==> src/rtl/pccp_pkg.sv <==
// Shared types, constants and helpers for the printer control code parser.
// No dependencies; imported by every module of the block.
package pccp_pkg;

    // Width of the newline run and expanded character counters
    localparam int COUNT_BITS = 8;
    localparam logic [COUNT_BITS-1:0] COUNT_MAX = {COUNT_BITS{1'b1}};

    // Job queue between front and back
    localparam int FIFO_DEPTH = 4;
    localparam int FIFO_AW    = $clog2(FIFO_DEPTH);

    // Result commands
    localparam logic [3:0] CMD_CR      = 4'd0;
    localparam logic [3:0] CMD_LF      = 4'd1;
    localparam logic [3:0] CMD_CRLF    = 4'd2;
    localparam logic [3:0] CMD_NEWPAGE = 4'd3;
    localparam logic [3:0] CMD_CHAR    = 4'd4;
    localparam logic [3:0] CMD_STRETCH = 4'd5;
    localparam logic [3:0] CMD_WEIGHT  = 4'd6;
    localparam logic [3:0] CMD_SLANT   = 4'd7;
    localparam logic [3:0] CMD_USEFONT = 4'd8;
    localparam logic [3:0] CMD_SPACING = 4'd9;
    localparam logic [3:0] CMD_TAB     = 4'd10;
    localparam logic [3:0] CMD_GCOL    = 4'd11;
    localparam logic [3:0] CMD_GEND    = 4'd12;

    // Escape sequence phases
    localparam logic [2:0] PH_ENTERED   = 3'd0;
    localparam logic [2:0] PH_UNDERLINE = 3'd1;
    localparam logic [2:0] PH_SPACING   = 3'd2;
    localparam logic [2:0] PH_TAB       = 3'd3;
    localparam logic [2:0] PH_QUALITY   = 3'd4;
    localparam logic [2:0] PH_GRAPHICS  = 3'd5;

    // Stream byte codes
    localparam logic [7:0] BYTE_LF        = 8'h0a;
    localparam logic [7:0] BYTE_FF        = 8'h0c;
    localparam logic [7:0] BYTE_CR        = 8'h0d;
    localparam logic [7:0] BYTE_SO        = 8'h0e;
    localparam logic [7:0] BYTE_SI        = 8'h0f;
    localparam logic [7:0] BYTE_DC2       = 8'h12;
    localparam logic [7:0] BYTE_DC4       = 8'h14;
    localparam logic [7:0] BYTE_ESC       = 8'h1b;
    localparam logic [7:0] BYTE_SPACE     = 8'h20;
    localparam logic [7:0] ESC_GRAPHICS   = 8'h2a;
    localparam logic [7:0] ESC_UNDERLINE  = 8'h2d;
    localparam logic [7:0] ESC_SPACING    = 8'h33;
    localparam logic [7:0] ESC_ITALIC_ON  = 8'h34;
    localparam logic [7:0] ESC_ITALIC_OFF = 8'h35;
    localparam logic [7:0] ESC_TAB        = 8'h44;
    localparam logic [7:0] ESC_BOLD_ON    = 8'h45;
    localparam logic [7:0] ESC_BOLD_OFF   = 8'h46;
    localparam logic [7:0] ESC_QUALITY    = 8'h78;

    // Configuration register indexes
    localparam logic REG_PAGE_BREAK = 1'b0;
    localparam logic REG_EXP_BOLD   = 1'b1;

    // Result slots of one job, emitted lowest first
    localparam int SLOT_PAGE = 0;
    localparam int SLOT_CRLF = 1;
    localparam int SLOT_CR   = 2;
    localparam int SLOT_PAD  = 3;
    localparam int SLOT_MAIN = 4;
    localparam int SLOT_SEC  = 5;
    localparam int NUM_SLOTS = 6;

    // All results caused by one input byte
    typedef struct packed {
        logic [NUM_SLOTS-1:0] mask;
        logic [7:0]           crlf_rep;
        logic [7:0]           pad_rep;
        logic [3:0]           main_cmd;
        logic [23:0]          main_arg;
        logic [3:0]           sec_cmd;
        logic [15:0]          sec_arg;
    } job_t;

    // Clip a counter to the 8-bit repeat field
    function automatic logic [7:0] sat_rep(input logic [COUNT_BITS-1:0] v);
        logic [16:0] w;
        begin
            w = 17'(v);
            sat_rep = (w > 17'd255) ? 8'hff : w[7:0];
        end
    endfunction

endpackage

==> src/rtl/pccp_front.sv <==
// Front part: accepts stream bytes, tracks parser state and builds one job per byte.
// Depends on pccp_pkg; holds the configuration registers.
module pccp_front (
    input  logic              aclk,
    input  logic              aresetn,
    input  logic              s_tvalid,
    output logic              s_tready,
    input  logic [7:0]        s_tdata,    // [7:0] stream_byte
    input  logic              cfg_wr_en,
    input  logic              cfg_index,
    input  logic [7:0]        cfg_wdata,
    input  logic              q_full,
    output logic              q_push,
    output pccp_pkg::job_t    q_job
);
    import pccp_pkg::*;

    logic                  accept;
    logic [7:0]            c;
    job_t                  job;
    logic                  do_flush;
    logic                  pg_hit;
    logic [7:0]            flush_rep;
    logic [16:0]           run_w;
    logic [15:0]           new_cols;
    logic [23:0]           acc_or;
    logic [17:0]           gidx_inc;

    logic [7:0]            page_break_reg;
    logic                  exp_bold_reg;

    logic                  in_escape_reg,   in_escape_next;
    logic [2:0]            phase_reg,       phase_next;
    logic                  cr_pending_reg,  cr_pending_next;
    logic [COUNT_BITS-1:0] nl_run_reg,      nl_run_next;
    logic                  first_page_reg,  first_page_next;
    logic                  exp_on_reg,      exp_on_next;
    logic [COUNT_BITS-1:0] exp_chars_reg,   exp_chars_next;
    logic [17:0]           gidx_reg,        gidx_next;
    logic [1:0]            ggroup_reg,      ggroup_next;
    logic [17:0]           glimit_reg,      glimit_next;
    logic [15:0]           gcols_reg,       gcols_next;
    logic [23:0]           gacc_reg,        gacc_next;

    assign s_tready = !q_full;
    assign accept   = s_tvalid && s_tready;
    assign c        = s_tdata;

    // Newline run flush: page break test and clipped run length
    assign run_w     = 17'(nl_run_reg);
    assign pg_hit    = run_w >= 17'(page_break_reg);
    assign flush_rep = pg_hit ? page_break_reg : sat_rep(nl_run_reg);

    assign new_cols = {c, gcols_reg[7:0]};
    assign gidx_inc = gidx_reg + 18'd1;

    // Column byte merged at its place in the 24-bit column
    always_comb begin
        case (ggroup_reg)
            2'd0:    acc_or = gacc_reg | {c, 16'h0000};
            2'd1:    acc_or = gacc_reg | {8'h00, c, 8'h00};
            default: acc_or = gacc_reg | {16'h0000, c};
        endcase
    end

    // Parser next state and job contents
    always_comb begin
        in_escape_next  = in_escape_reg;
        phase_next      = phase_reg;
        cr_pending_next = cr_pending_reg;
        nl_run_next     = nl_run_reg;
        first_page_next = first_page_reg;
        exp_on_next     = exp_on_reg;
        exp_chars_next  = exp_chars_reg;
        gidx_next       = gidx_reg;
        ggroup_next     = ggroup_reg;
        glimit_next     = glimit_reg;
        gcols_next      = gcols_reg;
        gacc_next       = gacc_reg;
        job             = '0;
        do_flush        = 1'b0;

        if (accept) begin
            if (in_escape_reg) begin
                if (phase_reg == PH_ENTERED) begin
                    // Command byte right after ESC
                    job.mask[SLOT_SEC] = 1'b1;
                    job.sec_cmd        = CMD_USEFONT;
                    in_escape_next     = 1'b0;
                    case (c)
                        ESC_BOLD_ON, ESC_BOLD_OFF: begin
                            job.mask[SLOT_MAIN] = 1'b1;
                            job.main_cmd        = CMD_WEIGHT;
                            job.main_arg        = {23'd0, c == ESC_BOLD_ON};
                        end
                        ESC_ITALIC_ON, ESC_ITALIC_OFF: begin
                            job.mask[SLOT_MAIN] = 1'b1;
                            job.main_cmd        = CMD_SLANT;
                            job.main_arg        = {23'd0, c == ESC_ITALIC_ON};
                        end
                        ESC_GRAPHICS: begin
                            gidx_next      = '0;
                            phase_next     = PH_GRAPHICS;
                            in_escape_next = 1'b1;
                        end
                        ESC_UNDERLINE: begin
                            phase_next     = PH_UNDERLINE;
                            in_escape_next = 1'b1;
                        end
                        ESC_SPACING: begin
                            phase_next     = PH_SPACING;
                            in_escape_next = 1'b1;
                        end
                        ESC_TAB: begin
                            phase_next     = PH_TAB;
                            in_escape_next = 1'b1;
                        end
                        ESC_QUALITY: begin
                            phase_next     = PH_QUALITY;
                            in_escape_next = 1'b1;
                        end
                        default: ;
                    endcase
                end else begin
                    case (phase_reg)
                        PH_SPACING: begin
                            job.mask[SLOT_MAIN] = 1'b1;
                            job.main_cmd        = CMD_SPACING;
                            job.main_arg        = {16'h0000, c};
                            in_escape_next      = 1'b0;
                        end
                        PH_TAB: begin
                            if (c == 8'h00) begin
                                in_escape_next = 1'b0;
                            end else begin
                                job.mask[SLOT_MAIN] = 1'b1;
                                job.main_cmd        = CMD_TAB;
                                job.main_arg        = {16'h0000, c};
                            end
                        end
                        PH_GRAPHICS: begin
                            if (gidx_reg == 18'd0) begin
                                // mode byte, ignored
                                gidx_next = 18'd1;
                            end else if (gidx_reg == 18'd1) begin
                                gcols_next = {8'h00, c};
                                gidx_next  = 18'd2;
                            end else if (gidx_reg == 18'd2) begin
                                gcols_next  = new_cols;
                                gidx_next   = 18'd3;
                                gacc_next   = '0;
                                ggroup_next = 2'd0;
                                glimit_next = 18'({new_cols, 1'b0}) + 18'(new_cols) + 18'd3;
                                if (new_cols == 16'h0000) begin
                                    job.mask[SLOT_SEC] = 1'b1;
                                    job.sec_cmd        = CMD_GEND;
                                    job.sec_arg        = '0;
                                    in_escape_next     = 1'b0;
                                end
                            end else begin
                                // column data, three bytes per column
                                if (ggroup_reg == 2'd2) begin
                                    job.mask[SLOT_MAIN] = 1'b1;
                                    job.main_cmd        = CMD_GCOL;
                                    job.main_arg        = acc_or;
                                    gacc_next           = '0;
                                    ggroup_next         = 2'd0;
                                end else begin
                                    gacc_next   = acc_or;
                                    ggroup_next = ggroup_reg + 2'd1;
                                end
                                gidx_next = gidx_inc;
                                if (gidx_inc >= glimit_reg) begin
                                    job.mask[SLOT_SEC] = 1'b1;
                                    job.sec_cmd        = CMD_GEND;
                                    job.sec_arg        = gcols_reg;
                                    in_escape_next     = 1'b0;
                                end
                            end
                        end
                        default: in_escape_next = 1'b0;
                    endcase
                end
            end else if (c == BYTE_CR) begin
                if (cr_pending_reg) begin
                    do_flush          = 1'b1;
                    job.mask[SLOT_CR] = 1'b1;
                end else begin
                    cr_pending_next = 1'b1;
                end
            end else if (c == BYTE_LF) begin
                if (cr_pending_reg) begin
                    cr_pending_next = 1'b0;
                    if (nl_run_reg != COUNT_MAX)
                        nl_run_next = nl_run_reg + 1'b1;
                end else begin
                    do_flush            = 1'b1;
                    job.mask[SLOT_MAIN] = 1'b1;
                    job.main_cmd        = CMD_LF;
                end
            end else begin
                do_flush          = 1'b1;
                job.mask[SLOT_CR] = cr_pending_reg;
                cr_pending_next   = 1'b0;
                case (c)
                    BYTE_SO: begin
                        exp_on_next         = 1'b1;
                        exp_chars_next      = '0;
                        job.mask[SLOT_MAIN] = 1'b1;
                        if (!exp_bold_reg) begin
                            job.main_cmd = CMD_STRETCH;
                            job.main_arg = 24'd2;
                        end else begin
                            job.main_cmd       = CMD_WEIGHT;
                            job.main_arg       = 24'd1;
                            job.mask[SLOT_SEC] = 1'b1;
                            job.sec_cmd        = CMD_USEFONT;
                        end
                    end
                    BYTE_DC4: begin
                        if (exp_on_reg) begin
                            job.mask[SLOT_PAD]  = exp_bold_reg && (exp_chars_reg != '0);
                            job.pad_rep         = sat_rep(exp_chars_reg);
                            exp_on_next         = 1'b0;
                            job.mask[SLOT_MAIN] = 1'b1;
                            job.main_cmd        = CMD_WEIGHT;
                            job.mask[SLOT_SEC]  = 1'b1;
                            job.sec_cmd         = CMD_USEFONT;
                        end
                    end
                    BYTE_SI, BYTE_DC2: ;
                    BYTE_FF: begin
                        job.mask[SLOT_MAIN] = 1'b1;
                        job.main_cmd        = CMD_NEWPAGE;
                    end
                    BYTE_ESC: begin
                        in_escape_next = 1'b1;
                        phase_next     = PH_ENTERED;
                    end
                    default: begin
                        if (exp_on_reg && exp_chars_reg != COUNT_MAX)
                            exp_chars_next = exp_chars_reg + 1'b1;
                        job.mask[SLOT_MAIN] = 1'b1;
                        job.main_cmd        = CMD_CHAR;
                        job.main_arg        = {16'h0000, c};
                    end
                endcase
            end

            // Pending newline run goes out ahead of everything else
            if (do_flush) begin
                if (pg_hit) begin
                    first_page_next     = 1'b0;
                    job.mask[SLOT_PAGE] = !first_page_reg;
                end
                job.mask[SLOT_CRLF] = (flush_rep != 8'h00);
                job.crlf_rep        = flush_rep;
                nl_run_next         = '0;
            end
        end
    end

    assign q_push = accept && (job.mask != '0);
    assign q_job  = job;

    // Configuration registers
    always_ff @(posedge aclk) begin
        if (!aresetn) begin
            page_break_reg <= 8'd11;
            exp_bold_reg   <= 1'b1;
        end else if (cfg_wr_en) begin
            case (cfg_index)
                REG_PAGE_BREAK: page_break_reg <= cfg_wdata;
                REG_EXP_BOLD:   exp_bold_reg   <= cfg_wdata[0];
                default: ;
            endcase
        end
    end

    // Parser state
    always_ff @(posedge aclk) begin
        if (!aresetn) begin
            in_escape_reg  <= 1'b0;
            phase_reg      <= PH_ENTERED;
            cr_pending_reg <= 1'b0;
            nl_run_reg     <= '0;
            first_page_reg <= 1'b1;
            exp_on_reg     <= 1'b0;
            exp_chars_reg  <= '0;
            gidx_reg       <= '0;
            ggroup_reg     <= 2'd0;
            glimit_reg     <= '0;
            gcols_reg      <= '0;
            gacc_reg       <= '0;
        end else begin
            in_escape_reg  <= in_escape_next;
            phase_reg      <= phase_next;
            cr_pending_reg <= cr_pending_next;
            nl_run_reg     <= nl_run_next;
            first_page_reg <= first_page_next;
            exp_on_reg     <= exp_on_next;
            exp_chars_reg  <= exp_chars_next;
            gidx_reg       <= gidx_next;
            ggroup_reg     <= ggroup_next;
            glimit_reg     <= glimit_next;
            gcols_reg      <= gcols_next;
            gacc_reg       <= gacc_next;
        end
    end

endmodule

==> src/rtl/pccp_fifo.sv <==
// Short job queue between the front and back parts.
// Depends on pccp_pkg for the job type and depth.
module pccp_fifo (
    input  logic           aclk,
    input  logic           aresetn,
    input  logic           push,
    input  pccp_pkg::job_t wr_job,
    input  logic           pop,
    output pccp_pkg::job_t rd_job,
    output logic           full,
    output logic           empty
);
    import pccp_pkg::*;

    job_t               mem [FIFO_DEPTH];
    logic [FIFO_AW-1:0] wr_ptr_reg, wr_ptr_next;
    logic [FIFO_AW-1:0] rd_ptr_reg, rd_ptr_next;
    logic [FIFO_AW:0]   count_reg,  count_next;

    assign full   = (count_reg == (FIFO_AW+1)'(FIFO_DEPTH));
    assign empty  = (count_reg == '0);
    assign rd_job = mem[rd_ptr_reg];

    // Pointer and fill count update
    always_comb begin
        wr_ptr_next = wr_ptr_reg;
        rd_ptr_next = rd_ptr_reg;
        count_next  = count_reg;
        if (push)
            wr_ptr_next = (wr_ptr_reg == FIFO_AW'(FIFO_DEPTH-1)) ? '0 : wr_ptr_reg + 1'b1;
        if (pop)
            rd_ptr_next = (rd_ptr_reg == FIFO_AW'(FIFO_DEPTH-1)) ? '0 : rd_ptr_reg + 1'b1;
        case ({push, pop})
            2'b10:   count_next = count_reg + 1'b1;
            2'b01:   count_next = count_reg - 1'b1;
            default: count_next = count_reg;
        endcase
    end

    always_ff @(posedge aclk) begin
        if (!aresetn) begin
            wr_ptr_reg <= '0;
            rd_ptr_reg <= '0;
            count_reg  <= '0;
        end else begin
            wr_ptr_reg <= wr_ptr_next;
            rd_ptr_reg <= rd_ptr_next;
            count_reg  <= count_next;
        end
    end

    // Job storage
    always_ff @(posedge aclk) begin
        if (push)
            mem[wr_ptr_reg] <= wr_job;
    end

endmodule

==> src/rtl/pccp_back.sv <==
// Back part: takes jobs from the queue and sends their results one per transaction.
// Depends on pccp_pkg; owns the registered result channel.
module pccp_back (
    input  logic           aclk,
    input  logic           aresetn,
    input  pccp_pkg::job_t q_job,
    input  logic           q_empty,
    output logic           q_pop,
    output logic           m_tvalid,
    input  logic           m_tready,
    output logic [39:0]    m_tdata,   // [3:0] command, [27:4] argument, [35:28] repeat_res
    output logic           m_tlast    // last
);
    import pccp_pkg::*;

    logic [NUM_SLOTS-1:0] mask_reg, mask_next;
    job_t                 job_reg;
    logic                 m_tvalid_reg, m_tvalid_next;
    logic [39:0]          m_tdata_reg;
    logic                 m_tlast_reg;

    logic                 out_free;
    logic                 emit;
    logic                 load;
    logic [NUM_SLOTS-1:0] sel;
    logic [NUM_SLOTS-1:0] rest;
    logic [3:0]           cmd;
    logic [23:0]          arg;
    logic [7:0]           rep;

    assign out_free = !m_tvalid_reg || m_tready;
    assign emit     = out_free && (mask_reg != '0);
    assign sel      = mask_reg & (~mask_reg + 1'b1);
    assign rest     = mask_reg & ~sel;
    assign load     = !q_empty && ((mask_reg == '0) || (emit && rest == '0));
    assign q_pop    = load;

    // Lowest pending slot of the current job
    always_comb begin
        cmd = CMD_USEFONT;
        arg = '0;
        rep = 8'd1;
        if (mask_reg[SLOT_PAGE]) begin
            cmd = CMD_NEWPAGE;
        end else if (mask_reg[SLOT_CRLF]) begin
            cmd = CMD_CRLF;
            rep = job_reg.crlf_rep;
        end else if (mask_reg[SLOT_CR]) begin
            cmd = CMD_CR;
        end else if (mask_reg[SLOT_PAD]) begin
            cmd = CMD_CHAR;
            arg = {16'h0000, BYTE_SPACE};
            rep = job_reg.pad_rep;
        end else if (mask_reg[SLOT_MAIN]) begin
            cmd = job_reg.main_cmd;
            arg = job_reg.main_arg;
        end else begin
            cmd = job_reg.sec_cmd;
            arg = {8'h00, job_reg.sec_arg};
        end
    end

    always_comb begin
        if (load)
            mask_next = q_job.mask;
        else if (emit)
            mask_next = rest;
        else
            mask_next = mask_reg;
        if (emit)
            m_tvalid_next = 1'b1;
        else if (m_tready)
            m_tvalid_next = 1'b0;
        else
            m_tvalid_next = m_tvalid_reg;
    end

    // Control
    always_ff @(posedge aclk) begin
        if (!aresetn) begin
            mask_reg     <= '0;
            m_tvalid_reg <= 1'b0;
        end else begin
            mask_reg     <= mask_next;
            m_tvalid_reg <= m_tvalid_next;
        end
    end

    // Payload
    always_ff @(posedge aclk) begin
        if (load)
            job_reg <= q_job;
        if (emit) begin
            m_tdata_reg <= {4'h0, rep, arg, cmd};
            m_tlast_reg <= (rest == '0);
        end
    end

    assign m_tvalid = m_tvalid_reg;
    assign m_tdata  = m_tdata_reg;
    assign m_tlast  = m_tlast_reg;

endmodule

==> src/rtl/printer_control_code_parser_unit.sv <==
// Top level of the printer control code parser: front parser, job queue, result sender.
// Depends on pccp_pkg, pccp_front, pccp_fifo and pccp_back.
//
//  channel  | dir | handshake            | payload
//  ---------+-----+----------------------+---------------------------------------------
//  s_       | in  | s_tvalid / s_tready  | s_tdata[7:0] stream_byte
//  m_       | out | m_tvalid / m_tready  | m_tdata command, argument, repeat_res; m_tlast
//  cfg_     | in  | cfg_wr_en            | cfg_index, cfg_wdata[7:0]
//
// A byte is parsed in the cycle it is accepted; a new byte can follow every cycle
// while the four-entry job queue has room. The result sender puts out one result
// per cycle while m_tready is high; a byte causes 0 to 6 results, and a byte
// with none is not queued. The sender's single output port sets the rate.
// Results are registered in the sender before they go out. Reset is synchronous
// and clears parser state, queue and output valid. Stalls on m_tready fill the queue
// and then drop s_tready.
module printer_control_code_parser_unit (
    input  logic        aclk,
    input  logic        aresetn,
    input  logic        s_tvalid,
    output logic        s_tready,
    input  logic [7:0]  s_tdata,    // [7:0] stream_byte
    output logic        m_tvalid,
    input  logic        m_tready,
    output logic [39:0] m_tdata,    // [3:0] command, [27:4] argument, [35:28] repeat_res
    output logic        m_tlast,    // last
    input  logic        cfg_wr_en,
    input  logic        cfg_index,  // 0 page_break_lines, 1 expanded_as_bold
    input  logic [7:0]  cfg_wdata
);
    import pccp_pkg::*;

    job_t push_job;
    job_t pop_job;
    logic push;
    logic pop;
    logic q_full;
    logic q_empty;

    pccp_front u_front (
        .aclk      (aclk),
        .aresetn   (aresetn),
        .s_tvalid  (s_tvalid),
        .s_tready  (s_tready),
        .s_tdata   (s_tdata),
        .cfg_wr_en (cfg_wr_en),
        .cfg_index (cfg_index),
        .cfg_wdata (cfg_wdata),
        .q_full    (q_full),
        .q_push    (push),
        .q_job     (push_job)
    );

    pccp_fifo u_fifo (
        .aclk    (aclk),
        .aresetn (aresetn),
        .push    (push),
        .wr_job  (push_job),
        .pop     (pop),
        .rd_job  (pop_job),
        .full    (q_full),
        .empty   (q_empty)
    );

    pccp_back u_back (
        .aclk     (aclk),
        .aresetn  (aresetn),
        .q_job    (pop_job),
        .q_empty  (q_empty),
        .q_pop    (pop),
        .m_tvalid (m_tvalid),
        .m_tready (m_tready),
        .m_tdata  (m_tdata),
        .m_tlast  (m_tlast)
    );

endmodule
==> config.mk <==
export PLATFORM = sky130hd
export DESIGN_NAME = printer_control_code_parser_unit
export DESIGN_NICKNAME = d
export VERILOG_FILES = /design/src/rtl/pccp_pkg.sv /design/src/rtl/pccp_front.sv /design/src/rtl/pccp_fifo.sv /design/src/rtl/pccp_back.sv /design/src/rtl/printer_control_code_parser_unit.sv
export SDC_FILE = /design/constraint.sdc
export NUM_CORES = 1
export LEC_CHECK = 0
export BUFFER_PORTS_ARGS = -buffer_cell sky130_fd_sc_hd__buf_2
export CORE_MARGIN = 2
export CORE_UTILIZATION = 45
export CTS_CLUSTER_SIZE = 20
export DETAILED_ROUTE_END_ITERATION = 8
export GPL_ROUTABILITY_DRIVEN = 0
export MAX_ROUTING_LAYER = met4
export PLACE_DENSITY_LB_ADDON = 0.15
export SYNTH_ARGS = -nofsm -noshare
export SYNTH_HDL_FRONTEND = slang
export SYNTH_SLANG_ARGS = --single-unit
==> constraint.sdc <==
create_clock -name aclk -period 8.7 [get_ports aclk]
set_input_delay 1.305 -clock aclk [delete_from_list [all_inputs] [get_ports aclk]]
set_output_delay 1.305 -clock aclk [all_outputs]
set_load 0.01 [all_outputs]
; After elaboration in Yosys (flattened, before gate mapping)
; Memory sizes are Yosys's and may differ from the RTL's. A register that Yosys moved wholly into a read port is not among the register bits.
; Index checks and enable logic that the tools add are counted.
[classes]
order_cmp = 2
n_reduce_logical = 59
mux = 124
bitwise_logic = 16
n_addsub = 11
n_eq_ne = 38
[ops]
columns = operator, n
row1 = 28-bit 2-to-1 mux, 4
row2 = 8-bit 2-to-1 mux, 14
row3 = 18-bit 2-to-1 mux, 6
row4 = 48-bit 2-to-1 mux, 2
row5 = 24-bit case mux with 2 select lines, 2
row6 = 28-bit case mux with 3 select lines, 1
row7 = 16-bit 2-to-1 mux, 5
row8 = 20-bit 2-to-1 mux, 4
row9 = 70-bit 2-to-1 mux, 1
row10 = 32-bit 2-to-1 mux, 2
row11 = 27-bit case mux with 2 select lines, 1
row12 = 24-bit 2-to-1 mux, 2
row13 = 8-bit by 4-bit equality test with 1-bit output (second input constant), 5
row14 = 8-bit by 6-bit equality test with 1-bit output (second input constant), 5
row15 = 40-bit 2-to-1 mux, 1
row16 = 1-bit 2-to-1 mux, 38
row17 = 6-bit AND reduction, 6
row18 = 8-bit by 7-bit equality test with 1-bit output (second input constant), 4
row19 = 2-bit 2-to-1 mux, 13
row20 = 26-bit 2-to-1 mux, 1
row21 = 8-bit by 5-bit equality test with 1-bit output (second input constant), 3
row22 = 3-bit 2-to-1 mux, 8
row23 = 24-bit by 16-bit OR with 24-bit output, 1
row24 = 24-bit OR, 1
row25 = other kinds (56), 120
[totals]
output_inout_bits = 43
input_bits = 22
ff_bits = 225
word_cells = 283
mem_bits_rw = 280
mem_count = 1
[mem_list]
columns = memory, words, word_bits, read_ports, rd_clocked_by_memory_dff, write_ports, line_no
row1 = u_fifo.mem, 4, 70, 1, 1, 1, pccp_fifo.sv:15  ; job_t mem [FIFO_DEPTH];

; Depth between registers and ports, before layout
[depth]
ltp_word = 14
ltp_mapped = 18
mapped_depth_nobuf = 18

; By module
; A second synthesis with hierarchy kept.
[hier_totals]
cells_unflattened = 1654
hier_area_um2 = 22492.8
[modules_own_cells]
columns = mod, cells_each, area_per_inst_um2, instances, seq_area_each_um2
row1 = pccp_fifo, 413, 10639.0, 1, 8588.2
row2 = pccp_front, 995, 7816.2, 1, 2202.1
row3 = pccp_back, 246, 4037.6, 1, 3173.0

; Worst setup path after synthesis
; No wires, ideal clock.
[synth_timing]
path_type = in2reg
start = in s_tdata[0]
end = mem u_fifo.mem[0][0] (netlist bit) (enable)
cell_stages = 12
arrival_ns = 6.395
t_required_ns = 8.199
path_slack_ns = 1.804
path_buffers = 3
path_cell_list = clkbuf_1 -> inv_1 -> ha_1 -> clkbuf_2 -> and4_1 -> and3_1 -> a211o_1 -> buf_2 -> nor3_1 -> or4b_4 -> nor3_4 -> nor2b_1
[synth_lines]
columns = element, line_no
row1 = "start, declared", printer_control_code_parser_unit.sv:22  ; input logic [7:0] s_tdata,
row2 = "end, declared", pccp_fifo.sv:15

==> metrics <==
outcome finished, final reports clean; DIE HEIGHT 222 µm; setup TNS 0 ps; first-pass GRT wire length 72600 µm; post-CTS sizing 0; nets@finish 1754; clock power share 0.300; yosys warns 0; # Max-Cap Violations 0; First-pass DRT Iterations 5; core region area 0.0467 mm²; final setup violating endpoints 0; worst-path fanout max 14; max-slew violations 0; largest family of logic cells by synthesized area simple AND/OR/NAND/NOR gates; Tot GR Track Use 0.194; worst slew pin tran 1170 ps; die width 222 µm; Post-Synthesis Cells 1599; clk slew on worst S/H paths 60 ps; clock buffer count from CTS 50; Post-CTS Repair Setup Buffers 0; P per Cell Area 282 mW/mm²; Initial Util 0.458; post-synthesis compound-gate area fraction 0.0743; crit path time final 5060 ps; library cells used by synthesis 72; RSZ-0062 raised after global routing no; fin crit share 0.581; switching share of power 0.281; Worst Reg-to-Reg Cells 12; Antenna Nets Post-Route 0; area share of fa/ha/maj cells after synthesis 0.0507; Hold Vio Cnt, Final 0; Seq/Total Area, Yosys 0.634; worst setup margin 3640 ps; mux contribution to synthesized area 0.0884; Post-synth EDFFs 367; Sw Pwr 1.88 mW; max reg flops 268; slew margin rel. 0.215; XOR/XNOR Fraction of Synth Area 0.0180; Synth Register Bits 493; layout cell share with drive strength beyond 1 0.145; post-synthesis cell area 0.0214 mm²; P_int 4.82 mW; vias in the first global route 12600; Row Count 79; pre-CTS setup slack 3060 ps; initial antenna violation count 1; CTS Sinks 493; most common cell after layout, fill and taps aside edfxtp_1; Setup crit end kind flop; vias 12800; critical path startpoint category input pin; vias per std cell 5.57; min-delay src u_front.first_page_reg; grt total ovfl 0; Crit. Startpoint s_tdata[6]; n_diodes 0; Comb pwr share 0.207; Root Driver clkbuf_16; Hold Crit Class reg -> reg; sequential cell fraction of total power 0.493; most frequent cells in the layout edfxtp_1 (367), nor2_1 (179), dfxtp_1 (124); crit path to u_fifo.count_reg[2]; CTS tree built; Reg2Reg Capture Point u_fifo.mem[0][60]; die area 0.0492 mm²; htree depth 2; dpl hpwl 30500 µm; drt wl/cell 20.2 µm; Clock Path Buffers 3; IO Pins 65; critical path required time 9210 ps; # fillers 4062; post-synthesis area per instance 13.4 µm²; hold_buf cts 0; ys async rst share 0; Post-Synth Simple-Gate Area 0.106; DRT Wirelength 46200 µm; worst r2r src u_front.gidx_reg[0]; Most used DFF post-synth edfxtp_1; DRC viols 0; Synth-to-Final Area Change 11.3%; worst vdd ir 0.218 mV; reg-to-reg slack, setup 3660 ps; P_leak 8.41 nW; fmax 198 MHz; I/O Buffers 60; Iter 0 DRT Violations 997; Worst Skew 18.9 ps; CP Class in -> reg; largest net degree at the start of global routing 92; Worst EP arrival 5560 ps; clk_lat worst skew 580 ps
## synth_stat cells, types with 3 or more instances
cell type	number	area share
nor2_1	180	0.032
nand4_1	21	0.0062
edfxtp_1	367	0.52
nand2_1	111	0.020
a21oi_1	99	0.023
or2_2	6	0.0018
a21o_1	5	0.0018
nor3_1	13	0.0030
nand3_1	33	0.0077
a211oi_1	9	0.0032
nand2b_1	8	0.0023
xor2_1	17	0.0070
ha_1	85	0.050
o21ai_1	4	0.00094
xnor2_1	27	0.011
o211ai_1	5	0.0018
and3_1	37	0.011
mux4_2	67	0.071
and2_1	11	0.0032
o21a_1	3	0.0011
nand3b_1	3	0.0011
a22o_1	6	0.0025
nor2b_1	14	0.0041
a22oi_1	43	0.015
buf_1	8	0.0014
o221ai_1	3	0.0012
clkbuf_1	57	0.010
and4_1	5	0.0020
o21bai_1	4	0.0014
buf_2	12	0.0028
a31oi_1	3	0.00088
o21ai_0	31	0.0073
or3_1	9	0.0026
o211a_1	3	0.0014
nor4_1	7	0.0020
inv_1	68	0.012
o41ai_1	3	0.0012
buf_4	4	0.0014
dfxtp_1	126	0.12
mux2i_1	38	0.018
## how the worst min path moves through the flow
stage,end,cells after the start,slack (ps)
floorplan,u_front.first_page_reg,2,420
global placement,u_front.first_page_reg,2,440
detailed placement,u_front.first_page_reg,2,430
CTS,u_front.first_page_reg,2,440
global route,u_front.first_page_reg,2,460
finish,u_front.first_page_reg,2,440
## cells by family (layout without fill, tap and decap cells)
kind of cell | Yosys count | in the layout
xor+xnor | 44 | 44
buf+inv | 151 | 235
fa+ha+maj | 86 | 86
compound gates | 248 | 248
mux | 105 | 105
other cells | 1 | 4
simple gates | 471 | 471
flops | 493 | 493
## metal layers
| metal | vias to the layer above | share of wire | track usage |
|---|---|---|---|
| li1 | 6043 | - | - |
| met3 | 51 | 0.046 | 0.0264 |
| met5 | - | 0 | - |
| met4 | 0 | 0.016 | 0.0488 |
| met2 | 301 | 0.45 | 0.295 |
| met1 | 6382 | 0.48 | 0.278 |
## power by group through the flow
| stage | clock (mW) | combinational [mW] | sequential (mW) |
|---|---|---|---|
| detailed placement | 0 | 1.43 | 3.36 |
| CTS | 2.06 | 1.43 | 3.31 |
| global route | 2.15 | 1.54 | 3.35 |
| global placement | 0 | 1.42 | 3.35 |
| finish | 2.01 | 1.39 | 3.30 |
| floorplan | 0 | 0.967 | 3.35 |
## cell type report
cell class              instances  area (µm²)  area share
clock buffers                  69        1380      0.0582
clock inverters                23         138     0.00579
inverters                      68         256      0.0108
multi-input cells             958        7280       0.306
flip-flops and latches        493       13500       0.570
well taps                     607         759      0.0319
repair buffers                 75         413      0.0174
## worst max-delay path, stage by stage
cell and delay, ps:
buf_2 200, inv_1 120, ha_1 420, and4_1 340, and3_1 220, a211o_1 340
nand2b_1 180, nor2_1 100, or4b_4 560, nor3_4 470, ha_1 290, inv_1 60
fa_1 370, xor2_1 150, or3_1 300, a21oi_1 140
## stage by stage
| step | hold slack [ps] | cell area [µm²] | cells | total power, mW | utilization |
|---|---|---|---|---|---|
| after CTS | 443 | 23800 | 2293 | 6.80 | 0.510 |
| after global placement | 436 | 22300 | 2201 | 4.77 | 0.477 |
| after global routing | 456 | 23800 | 2293 | 7.04 | 0.510 |
| final | 442 | 23800 | 2293 | 6.70 | 0.510 |
| after floorplan | 423 | 21400 | 1602 | 4.32 | - |
| after detailed placement | 433 | 22300 | 2201 | 4.79 | 0.477 |
Power figures use the tool's default switching activity.
